## src/hdl/assert_macros.svh

```systemverilog
// ----------------------------------------------------------------------------
// assert_macros.svh
// shared assertion macros for the windowed throughput meter
// ----------------------------------------------------------------------------
`ifndef ASSERT_MACROS_SVH
`define ASSERT_MACROS_SVH

// same-cycle implication, checked outside reset
`define WTM_ASSERT_NOW(label, ante, cons) \
  label: assert property (@(posedge clk_i) disable iff (!rst_ni) (ante) |-> (cons)) \
    else $error("same-cycle check failed");

// next-cycle implication, checked outside reset
`define WTM_ASSERT_NEXT(label, ante, cons) \
  label: assert property (@(posedge clk_i) disable iff (!rst_ni) (ante) |=> (cons)) \
    else $error("next-cycle check failed");

`endif

```

## src/hdl/wtm_pkg.sv

```systemverilog
// ----------------------------------------------------------------------------
// wtm_pkg
// field widths, constants and control types of the windowed throughput meter
// ----------------------------------------------------------------------------
package wtm_pkg;

  // field widths
  localparam int unsigned BYTES_W   = 24;
  localparam int unsigned MS_W      = 16;
  localparam int unsigned TOTAL_W   = 48;
  localparam int unsigned SPEED_W   = 36;
  localparam int unsigned TIME_W    = 31;
  localparam int unsigned REM_SPLIT = 24;

  // default ring depth
  localparam int unsigned DEFAULT_WINDOW_DEPTH = 16;

  // (bytes/1024) / (ms/1000) * 256 reduces to bytes*250/ms
  localparam int unsigned SPEED_SCALE = 250;

  // configuration port
  localparam int unsigned CFG_ADDR_W  = 4;
  localparam int unsigned CFG_DATA_W  = 64;
  localparam int unsigned CFG_IDX_W   = 1;
  localparam logic [CFG_IDX_W-1:0] REG_FILE_SIZE = 1'b0;

  // controller states
  typedef enum logic [2:0] {
    ST_IDLE,
    ST_UPDATE,
    ST_MUL_LO,
    ST_MUL_HI,
    ST_SUM,
    ST_TDIV,
    ST_WAIT
  } wtm_state_e;

  // controller to datapath
  typedef struct packed {
    logic accept;
    logic update;
    logic mul_lo;
    logic mul_hi;
    logic sum;
    logic spd_start;
    logic tim_start;
    logic load_out;
  } wtm_cmd_t;

  // datapath to controller
  typedef struct packed {
    logic spd_busy;
    logic tim_busy;
  } wtm_status_t;

endpackage

```

## src/hdl/wtm_divider.sv

```systemverilog
// ----------------------------------------------------------------------------
// wtm_divider
// restoring divider, one quotient bit per cycle, saturating quotient
// ----------------------------------------------------------------------------
module wtm_divider #(
  parameter int unsigned DVD_W = 36,
  parameter int unsigned DVS_W = 20,
  parameter int unsigned QUO_W = 36
) (
  input  logic             clk_i,
  input  logic             rst_ni,
  input  logic             start_i,
  input  logic [DVD_W-1:0] dividend_i,
  input  logic [DVS_W-1:0] divisor_i,
  output logic             busy_o,
  output logic [QUO_W-1:0] quotient_o
);

  localparam int unsigned EXT_W = (DVD_W > QUO_W) ? DVD_W : QUO_W + 1;
  localparam int unsigned TOP_W = EXT_W - QUO_W;
  localparam int unsigned CMP_W = (TOP_W > DVS_W) ? TOP_W : DVS_W;
  localparam int unsigned CNT_W = $clog2(QUO_W + 1);

  logic [EXT_W-1:0] ext;
  logic [TOP_W-1:0] top;
  logic             sat;
  logic [DVS_W-1:0] rem_q, rem_d;
  logic [QUO_W-1:0] quo_q, quo_d;
  logic [DVS_W-1:0] dvs_q;
  logic             sat_q;
  logic [CNT_W-1:0] cnt_q, cnt_d;
  logic             bit_in;
  logic [DVS_W+1:0] diff;
  logic             borrow;

  // bits above the quotient range: at or above the divisor means overflow
  assign ext = EXT_W'(dividend_i);
  assign top = ext[EXT_W-1:QUO_W];
  assign sat = CMP_W'(top) >= CMP_W'(divisor_i);

  // trial subtract of the shifted partial remainder
  assign bit_in = quo_q[QUO_W-1];
  assign diff   = {1'b0, rem_q, bit_in} - {2'b00, dvs_q};
  assign borrow = diff[DVS_W+1];

  // next iteration values
  always_comb begin
    rem_d = rem_q;
    quo_d = quo_q;
    cnt_d = cnt_q;
    if (start_i) begin
      rem_d = DVS_W'(top);
      quo_d = ext[QUO_W-1:0];
      cnt_d = CNT_W'(QUO_W);
    end else if (busy_o) begin
      rem_d = borrow ? {rem_q[DVS_W-2:0], bit_in} : diff[DVS_W-1:0];
      quo_d = {quo_q[QUO_W-2:0], ~borrow};
      cnt_d = cnt_q - CNT_W'(1);
    end
  end

  // step counter
  always_ff @(posedge clk_i or negedge rst_ni) begin
    if (!rst_ni) begin
      cnt_q <= '0;
    end else begin
      cnt_q <= cnt_d;
    end
  end

  // working registers
  always_ff @(posedge clk_i) begin
    rem_q <= rem_d;
    quo_q <= quo_d;
    if (start_i) begin
      dvs_q <= divisor_i;
      sat_q <= sat;
    end
  end

  assign busy_o     = (cnt_q != '0);
  assign quotient_o = sat_q ? {QUO_W{1'b1}} : quo_q;

endmodule

```

## src/hdl/wtm_datapath.sv

```systemverilog
// ----------------------------------------------------------------------------
// wtm_datapath
// sample ring, window sums, transfer total, multiplier, dividers, result regs
// ----------------------------------------------------------------------------
module wtm_datapath #(
  parameter int unsigned WINDOW_DEPTH = wtm_pkg::DEFAULT_WINDOW_DEPTH
) (
  input  logic                         clk_i,
  input  logic                         rst_ni,
  input  wtm_pkg::wtm_cmd_t            cmd_i,
  output wtm_pkg::wtm_status_t         status_o,
  input  logic [wtm_pkg::BYTES_W-1:0]  bytes_sent_i,
  input  logic [wtm_pkg::MS_W-1:0]     elapsed_ms_i,
  input  logic [wtm_pkg::TOTAL_W-1:0]  file_size_i,
  output logic [wtm_pkg::SPEED_W-1:0]  speed_q8_o,
  output logic [wtm_pkg::TIME_W-1:0]   time_left_ms_o,
  output logic                         no_rate_o,
  output logic [wtm_pkg::TOTAL_W-1:0]  total_sent_o
);

  import wtm_pkg::*;

  localparam int unsigned IDX_W      = $clog2(WINDOW_DEPTH);
  localparam int unsigned WB_W       = BYTES_W + IDX_W;
  localparam int unsigned WMS_W      = MS_W + IDX_W;
  localparam int unsigned ENTRY_W    = BYTES_W + MS_W;
  localparam int unsigned SPD_DVD_W  = WB_W + 8;
  localparam int unsigned PP_W       = REM_SPLIT + WMS_W;
  localparam int unsigned PROD_W     = TOTAL_W + WMS_W;

  // ring storage
  logic [ENTRY_W-1:0]      ring_mem [WINDOW_DEPTH];
  logic [WINDOW_DEPTH-1:0] vld_q;
  logic [ENTRY_W-1:0]      rd_q;
  logic                    rd_vld_q;
  logic [IDX_W-1:0]        head_q, head_nxt;

  // sample and window state
  logic [BYTES_W-1:0] b_q;
  logic [MS_W-1:0]    t_q;
  logic [BYTES_W-1:0] old_b;
  logic [MS_W-1:0]    old_t;
  logic [WB_W-1:0]    wb_q;
  logic [WMS_W-1:0]   wms_q;
  logic [TOTAL_W-1:0] total_q;
  logic [TOTAL_W:0]   total_sum;

  // estimate path
  logic [TOTAL_W-1:0]   rem;
  logic [REM_SPLIT-1:0] mul_a;
  logic [PP_W-1:0]      mul_p;
  logic [PP_W-1:0]      pp_lo_q, pp_hi_q;
  logic [PROD_W-1:0]    prod_q;
  logic [SPD_DVD_W-1:0] spd_dvd_q;
  logic                 no_rate_q;
  logic [SPEED_W-1:0]   spd_quo;
  logic [TIME_W-1:0]    tim_quo;

  // head advance with wrap
  assign head_nxt = (head_q == IDX_W'(WINDOW_DEPTH - 1)) ? '0 : head_q + IDX_W'(1);

  // ring write on update, registered read of the slot being replaced
  always_ff @(posedge clk_i) begin
    if (cmd_i.update) begin
      ring_mem[head_q] <= {b_q, t_q};
    end
    if (cmd_i.accept) begin
      rd_q <= ring_mem[head_nxt];
    end
  end

  // slot valid bits and head pointer
  always_ff @(posedge clk_i or negedge rst_ni) begin
    if (!rst_ni) begin
      vld_q    <= '0;
      rd_vld_q <= 1'b0;
      head_q   <= '0;
    end else begin
      if (cmd_i.accept) begin
        rd_vld_q <= vld_q[head_nxt];
        head_q   <= head_nxt;
      end
      if (cmd_i.update) begin
        vld_q[head_q] <= 1'b1;
      end
    end
  end

  // capture the incoming item
  always_ff @(posedge clk_i) begin
    if (cmd_i.accept) begin
      b_q <= bytes_sent_i;
      t_q <= elapsed_ms_i;
    end
  end

  // a never written slot reads as zero
  assign old_b = rd_vld_q ? rd_q[ENTRY_W-1:MS_W] : '0;
  assign old_t = rd_vld_q ? rd_q[MS_W-1:0] : '0;

  assign total_sum = {1'b0, total_q} + (TOTAL_W + 1)'(b_q);

  // running window sums and saturating total
  always_ff @(posedge clk_i or negedge rst_ni) begin
    if (!rst_ni) begin
      wb_q    <= '0;
      wms_q   <= '0;
      total_q <= '0;
    end else if (cmd_i.update) begin
      wb_q    <= wb_q - WB_W'(old_b) + WB_W'(b_q);
      wms_q   <= wms_q - WMS_W'(old_t) + WMS_W'(t_q);
      total_q <= total_sum[TOTAL_W] ? {TOTAL_W{1'b1}} : total_sum[TOTAL_W-1:0];
    end
  end

  // bytes left, clamped at zero
  assign rem = (total_q > file_size_i) ? '0 : file_size_i - total_q;

  // one 24-bit by window-ms multiplier, low half then high half
  assign mul_a = cmd_i.mul_hi ? rem[TOTAL_W-1:REM_SPLIT] : rem[REM_SPLIT-1:0];
  assign mul_p = PP_W'(mul_a) * PP_W'(wms_q);

  // partial products, speed dividend and empty-window flag
  always_ff @(posedge clk_i) begin
    if (cmd_i.mul_lo) begin
      pp_lo_q   <= mul_p;
      spd_dvd_q <= SPD_DVD_W'(wb_q) * SPD_DVD_W'(SPEED_SCALE);
      no_rate_q <= (wb_q == '0) || (wms_q == '0);
    end
    if (cmd_i.mul_hi) begin
      pp_hi_q <= mul_p;
    end
    if (cmd_i.sum) begin
      prod_q <= {pp_hi_q, {REM_SPLIT{1'b0}}} + PROD_W'(pp_lo_q);
    end
  end

  // speed: window bytes * 250 / window ms
  wtm_divider #(
    .DVD_W (SPD_DVD_W),
    .DVS_W (WMS_W),
    .QUO_W (SPEED_W)
  ) u_spd_div (
    .clk_i      (clk_i),
    .rst_ni     (rst_ni),
    .start_i    (cmd_i.spd_start),
    .dividend_i (spd_dvd_q),
    .divisor_i  (wms_q),
    .busy_o     (status_o.spd_busy),
    .quotient_o (spd_quo)
  );

  // time left: remaining * window ms / window bytes
  wtm_divider #(
    .DVD_W (PROD_W),
    .DVS_W (WB_W),
    .QUO_W (TIME_W)
  ) u_tim_div (
    .clk_i      (clk_i),
    .rst_ni     (rst_ni),
    .start_i    (cmd_i.tim_start),
    .dividend_i (prod_q),
    .divisor_i  (wb_q),
    .busy_o     (status_o.tim_busy),
    .quotient_o (tim_quo)
  );

  // result registers
  always_ff @(posedge clk_i) begin
    if (cmd_i.load_out) begin
      speed_q8_o     <= no_rate_q ? '0 : spd_quo;
      time_left_ms_o <= no_rate_q ? '0 : tim_quo;
      no_rate_o      <= no_rate_q;
      total_sent_o   <= total_q;
    end
  end

endmodule

```

## src/hdl/wtm_ctrl.sv

```systemverilog
// ----------------------------------------------------------------------------
// wtm_ctrl
// sequencer for one item: ring update, multiply, divide, result hand-off
// ----------------------------------------------------------------------------
module wtm_ctrl (
  input  logic                 clk_i,
  input  logic                 rst_ni,
  input  logic                 in_valid_i,
  input  logic                 out_stall_i,
  input  wtm_pkg::wtm_status_t status_i,
  output logic                 in_stall_o,
  output logic                 out_valid_o,
  output wtm_pkg::wtm_cmd_t    cmd_o
);

  import wtm_pkg::*;

  wtm_state_e state_q, state_d;
  logic       out_valid_q, out_valid_d;
  logic       out_free;
  logic       div_done;

  assign out_free = !out_valid_q || !out_stall_i;
  assign div_done = !status_i.spd_busy && !status_i.tim_busy;

  // next state
  always_comb begin
    state_d = state_q;
    unique case (state_q)
      ST_IDLE:   if (in_valid_i) state_d = ST_UPDATE;
      ST_UPDATE: state_d = ST_MUL_LO;
      ST_MUL_LO: state_d = ST_MUL_HI;
      ST_MUL_HI: state_d = ST_SUM;
      ST_SUM:    state_d = ST_TDIV;
      ST_TDIV:   state_d = ST_WAIT;
      ST_WAIT:   if (div_done && out_free) state_d = ST_IDLE;
      default:   state_d = ST_IDLE;
    endcase
  end

  // commands
  always_comb begin
    cmd_o      = '0;
    in_stall_o = 1'b1;
    unique case (state_q)
      ST_IDLE: begin
        in_stall_o   = 1'b0;
        cmd_o.accept = in_valid_i;
      end
      ST_UPDATE: cmd_o.update = 1'b1;
      ST_MUL_LO: cmd_o.mul_lo = 1'b1;
      ST_MUL_HI: begin
        cmd_o.mul_hi    = 1'b1;
        cmd_o.spd_start = 1'b1;
      end
      ST_SUM:    cmd_o.sum = 1'b1;
      ST_TDIV:   cmd_o.tim_start = 1'b1;
      ST_WAIT:   cmd_o.load_out = div_done && out_free;
      default:   cmd_o = '0;
    endcase
  end

  // output valid: set on load, cleared when the item is taken
  always_comb begin
    out_valid_d = out_valid_q;
    if (cmd_o.load_out) begin
      out_valid_d = 1'b1;
    end else if (!out_stall_i) begin
      out_valid_d = 1'b0;
    end
  end

  always_ff @(posedge clk_i or negedge rst_ni) begin
    if (!rst_ni) begin
      state_q     <= ST_IDLE;
      out_valid_q <= 1'b0;
    end else begin
      state_q     <= state_d;
      out_valid_q <= out_valid_d;
    end
  end

  assign out_valid_o = out_valid_q;

endmodule

```

## src/hdl/windowed_throughput_meter.sv

```systemverilog
// ----------------------------------------------------------------------------
// windowed_throughput_meter
// Each input item reports one sent chunk (bytes and ms since the last chunk).
// The block keeps a ring of the last WINDOW_DEPTH samples, cleared at reset
// through per-slot valid bits, and returns one result item per input item:
// the window speed in KiB/s as unsigned Q.8, the estimated ms left (saturated
// at 2^31-1, zero once the total passes file_size), an empty-window flag and
// the saturating byte total. The 36-step speed divider sets the time from one
// acceptance to the next when the result is taken at once, with the 31-step
// time divider running alongside it after the split multiply and the sum.
// A finished result waits in the output register while the next item is
// accepted. file_size is written over the APB port at byte address 0 and
// must be written only while the block is idle.
// ----------------------------------------------------------------------------
`include "assert_macros.svh"

module windowed_throughput_meter #(
  parameter int unsigned WINDOW_DEPTH = wtm_pkg::DEFAULT_WINDOW_DEPTH
) (
  input  logic                           clk_i,
  input  logic                           rst_ni,
  // chunk items
  input  logic                           in_valid_i,
  output logic                           in_stall_o,
  input  logic [wtm_pkg::BYTES_W-1:0]    bytes_sent_i,
  input  logic [wtm_pkg::MS_W-1:0]       elapsed_ms_i,
  // result items
  output logic                           out_valid_o,
  input  logic                           out_stall_i,
  output logic [wtm_pkg::SPEED_W-1:0]    speed_q8_o,
  output logic [wtm_pkg::TIME_W-1:0]     time_left_ms_o,
  output logic                           no_rate_o,
  output logic [wtm_pkg::TOTAL_W-1:0]    total_sent_o,
  // configuration
  input  logic                           psel,
  input  logic                           penable,
  input  logic                           pwrite,
  input  logic [wtm_pkg::CFG_ADDR_W-1:0] paddr,
  input  logic [wtm_pkg::CFG_DATA_W-1:0] pwdata,
  output logic [wtm_pkg::CFG_DATA_W-1:0] prdata,
  output logic                           pready
);

  import wtm_pkg::*;

  wtm_cmd_t             cmd;
  wtm_status_t          status;
  logic [TOTAL_W-1:0]   file_size_q;
  logic [CFG_IDX_W-1:0] reg_idx;
  logic                 cfg_wr;

  // register index from the 8-byte aligned address
  assign reg_idx = paddr[CFG_ADDR_W-1:3];
  assign pready  = 1'b1;
  assign cfg_wr  = psel && penable && pwrite && pready;

  // file size register
  always_ff @(posedge clk_i or negedge rst_ni) begin
    if (!rst_ni) begin
      file_size_q <= '0;
    end else if (cfg_wr && (reg_idx == REG_FILE_SIZE)) begin
      file_size_q <= pwdata[TOTAL_W-1:0];
    end
  end

  // read back
  assign prdata = (reg_idx == REG_FILE_SIZE) ? CFG_DATA_W'(file_size_q) : '0;

  wtm_ctrl u_ctrl (
    .clk_i       (clk_i),
    .rst_ni      (rst_ni),
    .in_valid_i  (in_valid_i),
    .out_stall_i (out_stall_i),
    .status_i    (status),
    .in_stall_o  (in_stall_o),
    .out_valid_o (out_valid_o),
    .cmd_o       (cmd)
  );

  wtm_datapath #(
    .WINDOW_DEPTH (WINDOW_DEPTH)
  ) u_datapath (
    .clk_i          (clk_i),
    .rst_ni         (rst_ni),
    .cmd_i          (cmd),
    .status_o       (status),
    .bytes_sent_i   (bytes_sent_i),
    .elapsed_ms_i   (elapsed_ms_i),
    .file_size_i    (file_size_q),
    .speed_q8_o     (speed_q8_o),
    .time_left_ms_o (time_left_ms_o),
    .no_rate_o      (no_rate_o),
    .total_sent_o   (total_sent_o)
  );

  // accepted item makes the block busy
  `WTM_ASSERT_NEXT(a_busy_after_accept, in_valid_i && !in_stall_o, in_stall_o)
  // results load only once both dividers have finished
  `WTM_ASSERT_NOW(a_load_after_div, cmd.load_out, !status.spd_busy && !status.tim_busy)
  // a waiting result is never overwritten
  `WTM_ASSERT_NOW(a_no_overwrite, cmd.load_out, !out_valid_o || !out_stall_i)
  // speed divider runs after its start
  `WTM_ASSERT_NEXT(a_spd_runs, cmd.spd_start, status.spd_busy)

endmodule
```

## config.mk

```make
export PLATFORM = sky130hd
export DESIGN_NAME = windowed_throughput_meter
export DESIGN_NICKNAME = d
export VERILOG_FILES = /design/src/hdl/wtm_pkg.sv /design/src/hdl/wtm_divider.sv /design/src/hdl/wtm_datapath.sv /design/src/hdl/wtm_ctrl.sv /design/src/hdl/windowed_throughput_meter.sv
export VERILOG_INCLUDE_DIRS = /design/src /design/src/hdl
export SDC_FILE = /design/constraint.sdc
export NUM_CORES = 2
export LEC_CHECK = 0
export ABC_AREA = 0
export BUFFER_PORTS_ARGS = -buffer_cell sky130_fd_sc_hd__buf_2
export CORE_AREA = 2 2 410 412
export DETAILED_ROUTE_END_ITERATION = 16
export DIE_AREA = 0 0 412 414
export PLACE_DENSITY = 0.66
export SKIP_LAST_GASP = 1
export SLEW_MARGIN = 20
export SYNTH_ARGS = -nofsm -noshare
export SYNTH_HDL_FRONTEND = slang
export SYNTH_SLANG_ARGS = --single-unit
```

## constraint.sdc

```tcl
create_clock -name clk_i -period 10.7 [get_ports clk_i]
set_clock_uncertainty 0.2 [all_clocks]
set_input_delay 0.535 -clock clk_i [delete_from_list [all_inputs] [get_ports clk_i]]
set_output_delay 0.535 -clock clk_i [all_outputs]
set_load 0.05 [all_outputs]
```

======== After elaboration in Yosys (flattened, before gate mapping) ========
Memories as Yosys holds them, arrays and structs flattened. A register that Yosys moved wholly into a read port is not among the register bits.
Cells that the tools add are included.
storage, ports and cells
  register bits after elaboration ......... 693
  RAM bits ................................ 640
  input port bits ......................... 115
  output and inout port bits .............. 183
  word-level logic and storage cells ...... 126
  memories ................................ 1
operators by class
  add/subtract/negate cells ............... 12
  multipliers ............................. 2
  magnitude comparators ................... 6
  eq/ne operators ......................... 10
  mux-type cells .......................... 40
  bitwise logic cells ..................... 4
  reduce and logical (&&, ||, !) cells .... 20
memory list
  name                 words  width  rd ports  clocked after memory_dff  write ports  RTL line            RTL
  u_datapath.ring_mem  16     40     1         1                         1            wtm_datapath.sv:32  logic [ENTRY_W-1:0] ring_mem [WINDOW_DEPTH];
operators by type and width
  kind                                                 number
  2-to-1 mux 48 bit                                    3
  2-to-1 mux 36 bit                                    3
  2-to-1 mux 31 bit                                    3
  2-to-1 mux 28 bit                                    3
  adder 68 x 44 -> 68 bit                              1
  adder 48 x 24 -> 49 bit                              1
  > comparator 48 bit                                  1
  2-to-1 mux 24 bit                                    2
  subtractor 48 bit                                    1
  multiplier 24 x 20 -> 44 bit                         1
  >= comparator 37 x 28 -> 1 bit                       1
  multiplier 28 x 7 -> 35 bit, second input constant   1
  subtractor 29 x 28 -> 30 bit                         1
  adder 28 x 24 -> 28 bit                              1
  zero test 28 bit                                     1
  subtractor 28 x 24 -> 28 bit                         1
  subtractor 21 x 20 -> 22 bit                         1
  case mux 3 bit (7 select lines)                      1
  adder 20 x 16 -> 20 bit                              1
  >= comparator 1 x 20 -> 1 bit, first input constant  1
  zero test 20 bit                                     1
  2-to-1 mux 20 bit                                    1
  subtractor 20 x 16 -> 20 bit                         1
  2-to-1 mux 16 bit                                    1
  other kinds (28)                                     61

======== Longest topological paths before layout ========
  word-level depth ........................ 6
  mapped depth ............................ 41
  gate-level depth less buffers ........... 38

======== Hierarchy ========
Synthesis repeated with hierarchy kept, for this count alone.
second synthesis, totals
  cell total of the unflattened synthesis .. 6869
  area, all modules ....................... 85259.3 um^2
modules (own cells, without submodules)
  module                               times used  cells each  area an instance (um^2)  seq. area each (um^2)
  wtm_datapath                         1           5605        71419.7                  33797.4
  wtm_divider at u_datapath.u_tim_div  1           623         6467.5                   2767.7
  wtm_divider at u_datapath.u_spd_div  1           437         4759.6                   2262.2
  windowed_throughput_meter            1           174         2339.7                   1201.2
  wtm_ctrl                             1           30          272.8                    100.1

======== Worst setup path after synthesis ========
No wires, ideal clock.
  path kind ............................... register -> register
  start ................................... register u_datapath.total_q[0]
  end ..................................... register u_datapath.pp_hi_q[40], data pin
  library setup time ...................... 0.271 ns
  arrival ................................. 9.446 ns
  setup slack ............................. 0.783 ns
  cell stages (with the launch flop) ...... 38
  path buffers ............................ 3
  period minus slack after synthesis ...... 9.917 ns
  cell sequence ........................... dfrtp_1 ha_1 fa_1 nand2b_1 a21oi_1 o211ai_1 a21oi_1 o311ai_1 a211oi_1 nor3_1 o31ai_1 buf_2 buf_6 and2_0 clkbuf_1 o21ai_2 fa_1 inv_1 (+2 left out) fa_1 inv_1 fa_1 fa_1 fa_1 inv_1 fa_1 inv_1 ha_1 a21oi_1 o21ai_0 a32o_1 a221o_1 nor2_1 o311ai_0 a22o_1 o41ai_1 xnor2_1
between the ends
  longest elaborated chain between the ends .. 4
  elaborated cells between the ends (all ways) .. 5
  classes of those cells .................. 1 x add/sub; 1 x mul; 1 x order compare; 2 x mux
ends and longest elaborated chain
  element                                                          RTL line             RTL
  start: declaration                                               wtm_datapath.sv:45   logic [TOTAL_W-1:0] total_q;
  start signal: assignment                                         wtm_datapath.sv:112  total_q <= total_sum[TOTAL_W] ? {TOTAL_W{1'b1}} : total_sum[TOTAL_W-1:0];
  subtractor 48 bit / > comparator 48 bit (equally long branches)  wtm_datapath.sv:117  assign rem = (total_q > file_size_i) ? '0 : file_size_i - total_q;
  2-to-1 mux 48 bit *                                              wtm_datapath.sv:117
  2-to-1 mux 24 bit *                                              wtm_datapath.sv:120  assign mul_a = cmd_i.mul_hi ? rem[TOTAL_W-1:REM_SPLIT] : rem[REM_SPLIT-1:0];
  multiplier 24 x 20 -> 44 bit *                                   wtm_datapath.sv:121  assign mul_p = PP_W'(mul_a) * PP_W'(wms_q);
  net u_datapath.mul_p[40]                                         wtm_datapath.sv:51   logic [PP_W-1:0] mul_p;
  end signal: assignment                                           wtm_datapath.sv:131  pp_hi_q <= mul_p;
  end: declaration                                                 wtm_datapath.sv:52   logic [PP_W-1:0] pp_lo_q, pp_hi_q;
Mark *: on every way through the listed nets, which the timed path passes. The rest lies on a longest branch.
A chain may end at the register's enable or synchronous reset.

======== Final worst setup path ========
  start ................................... register file_size_q[0]
  end ..................................... register u_datapath.pp_hi_q[42], data pin
between the ends
  longest elaborated chain between the ends .. 4
  elaborated cells between the ends (all ways) .. 5
  classes of those cells .................. 1 x add/sub; 1 x mul; 1 x order compare; 2 x mux
ends and longest elaborated chain
  element                                                          RTL line                         RTL
  start: declaration                                               windowed_throughput_meter.sv:48  logic [TOTAL_W-1:0] file_size_q;
  start signal: assignment                                         windowed_throughput_meter.sv:62  file_size_q <= pwdata[TOTAL_W-1:0];
  subtractor 48 bit / > comparator 48 bit (equally long branches)  wtm_datapath.sv:117
  2-to-1 mux 48 bit *                                              wtm_datapath.sv:117
  2-to-1 mux 24 bit *                                              wtm_datapath.sv:120
  multiplier 24 x 20 -> 44 bit *                                   wtm_datapath.sv:121
  net u_datapath.mul_p[42]                                         wtm_datapath.sv:51
Marked as above.

==> results.py <==
metrics = {
    "status": {
        "status": "completed",
    },
    "placement": {
        "post_dp_cell_area_mm2": 0.08740,
        "place_inst": 9125,
        "place.gp.congestion": 0.9682,
        "dp_hpwl_um": 159000,
        "port-buffer-count": 261,
    },
    "floorplan": {
        "die_w_um": 412,
        "core-area_mm2": 0.1663,
        "die-area_mm2": 0.1706,
        "rows": 150,
        "die_y_um": 414,
        "start_util_pct": 49.81,
        "io_pins": 298,
    },
    "clocking": {
        "root_buffer": "clkbuf_16",
        "h-tree-depth": 4,
        "tritoncts": "done",
        "path_clk_slew_ns": 0.06,
        "clock_latency_ns": 0.82,
        "cts_buffer_depth": 3,
        "cts.sinks": 1373,
        "numCtsBuffers": 148,
    },
    "critical_path": {
        "crit_top_cell": "fa_1",
        "crit_arrival_ns": 10.66,
        "slowest_stage": "fa_1",
        "cpPeakStageDelay_ns": 0.64,
        "cp-end-kind": "flop",
        "crit_fanout": 17,
        "rr_worst_depth": 38,
        "worstSetupStartpointType": "flop",
        "required_ns": 11.00,
        "crit_type": "reg2reg",
    },
    "synth": {
        "syn_area_mm2": 0.08282,
        "synth_area_leader_cell": "edfxtp_1",
        "synth_area_leaders": "edfxtp_1 43%, fa_1 13%, ha_1 7.1%",
        "ys_warn_count": 0,
        "postSynth.asyncResetShare_pct": 13.11,
        "ys_ff_latch": 1373,
        "seq_area_frac_synth_pct": 48.45,
        "synth_flop_cell": "edfxtp_1",
        "synth_edf_count": 1173,
        "synth.most_common_cell": "edfxtp_1",
        "synthTopCellsByCount": "1173 x edfxtp_1, 772 x inv_1, 635 x nand2_1",
        "synth_area_per_cell_um2": 12.30,
        "synth_cell_types": 88,
        "synthCells": 6731,
        "synth_top_area_share_pct": 42.53,
    },
    "finish": {
        "area_delta_synth_final_pct": 12.97,
        "drive_above_1_share_pct": 14.59,
        "final_area_mm2": 0.09356,
        "final_util_pct": 56.27,
        "final_cells": 9499,
        "finalNetCount": 8297,
    },
    "sta": {
        "worst_pin_slew_ns": 1.046,
        "period_minus_slack_ns": 10.36,
        "slew_violations": 0,
        "fmax_mhz": 96.55,
        "relSlewSlack_pct": 30.25,
        "hold_viol_final": 0,
        "finalCritPeriodShare_pct": 96.79,
        "setup_viol": 0,
        "whs_ns": 0.1070,
    },
    "route": {
        "avgRoutedWirePerCell_um": 23.38,
        "via_count": 53895,
        "first_pass_iters": 6,
        "drt-initial-drc-count": 5065,
        "drc": 0,
        "vias_per_cell": 5.674,
        "wl_um": 222000,
        "antenna_left": 0,
    },
    "global_route": {
        "grt_use_total_pct": 26.01,
        "grt_max_degree": 93,
        "met1_usage_pct": 36.98,
        "grt_remaining_overflow": 0,
        "grt_util_met3_pct": 4.074,
        "grt_pass1_vias": 54000,
        "grt_use_met2_pct": 40.88,
        "antenna_found_initial": 14,
        "busiest_layer": "met2",
        "grt_pass1_wl_um": 333200,
    },
    "job": {
        "drv_cap": 0,
    },
    "min_path": {
        "hold_class": "in2async",
    },
}
==> timing repair <==
item                                   in CTS  in global routing
resized for setup                           5                 65
endpoints found under the hold margin     156                  0
pin swaps                                   0                 21
setup endpoints to repair                   8                 32
hold buffers                               91                  0
buffers inserted                            0                  7
cloned                                      0                  3
==> worst paths after layout <==
kind / startpoint / to / slack (ns)
min: rst_ni / file_size_q[12]$_DFFE_PN0P_ / 0.11
max in group asynchronous: rst_ni / file_size_q[44]$_DFFE_PN0P_ / 8.70
max reg2reg: file_size_q[0]$_DFFE_PN0P_ / u_datapath.pp_hi_q[42]$_DFFE_PP_ / 0.34
min in group clk_i: u_datapath.pp_lo_q[13]$_DFFE_PP_ / u_datapath.prod_q[13]$_DFFE_PP_ / 0.21
max: file_size_q[0]$_DFFE_PN0P_ / u_datapath.pp_hi_q[42]$_DFFE_PP_ / 0.34
min reg2reg: u_datapath.pp_lo_q[13]$_DFFE_PP_ / u_datapath.prod_q[13]$_DFFE_PP_ / 0.21
==> cell families (layout without fill, tap and decap cells) <==
family,Yosys count,in the layout,synth area share (%)
xor+xnor,230,230,2.432
mux,285,285,6.605
other cells,2,18,0.009068
buf+inv,1039,1587,4.883
flops,1373,1373,48.45
compound gates,1002,1002,7.608
simple gates,1791,1791,9.884
fa+ha+maj,1009,1009,20.13
==> area by class of cell <==
type | count | area (µm²)
flip-flops and latches | 1373 | 40130
multi-input cells | 4334 | 39130
clock inverters | 86 | 939.7
clock buffers | 185 | 3892
fillers | 13598 | 72720
inverters | 774 | 2912
repair buffers | 542 | 3799
diodes | 1 | 2.502
well taps | 2204 | 2758
==> placed cells by master, fill, tap and decap left out, types with 203 or more instances in the layout <==
master,instances
nor2_1,521
o21ai_0,261
a21oi_1,273
inv_1,770
buf_2,260
nand2_1,629
ha_1,465
edfxtp_1,1173
fa_1,539
mux4_2,203
==> stage by stage <==
step	setup TNS (ns)	worst slack, ns
6_report	0	0.3432
5_1_grt	-0.1789	-0.03899
4_1_cts	0	0.02355
3_5_place_dp	0	0.007522
3_3_place_gp	0	0.1766
2_1_floorplan	0	0.7835
==> sequential cells by signal, indices dropped and copies added, names as in the netlist, 35 cells and up <==
register,count
file_size_q,48
u_datapath.pp_hi_q,44
u_datapath.pp_lo_q,44
u_datapath.prod_q,68
u_datapath.rd_q,40
u_datapath.ring_mem,640
u_datapath.spd_dvd_q,35
u_datapath.speed_q8_o,36
u_datapath.total_q,48
u_datapath.total_sent_o,48
u_datapath.u_spd_div.quo_q,36
==> worst max-delay path, delay by kind of cell (launching register included) <==
family,cells,cell delay (ns)
compound gates,12,2.64
flops,1,0.38
buf+inv,9,1.20
fa+ha+maj,10,4.70
simple gates,6,0.76
xor+xnor,1,0.12
==> metal layers <==
metal	up-vias	wire length [µm]	share of wire (%)
met4	4	8415	3.8
li1	24308	-	-
met2	2053	102500	46
met1	27136	94620	43
met5	-	21	0.0095
met3	394	16460	7.4
Power is not shown: default switching activity piles up to over one toggle a cycle in this logic, so the estimate is an artifact.
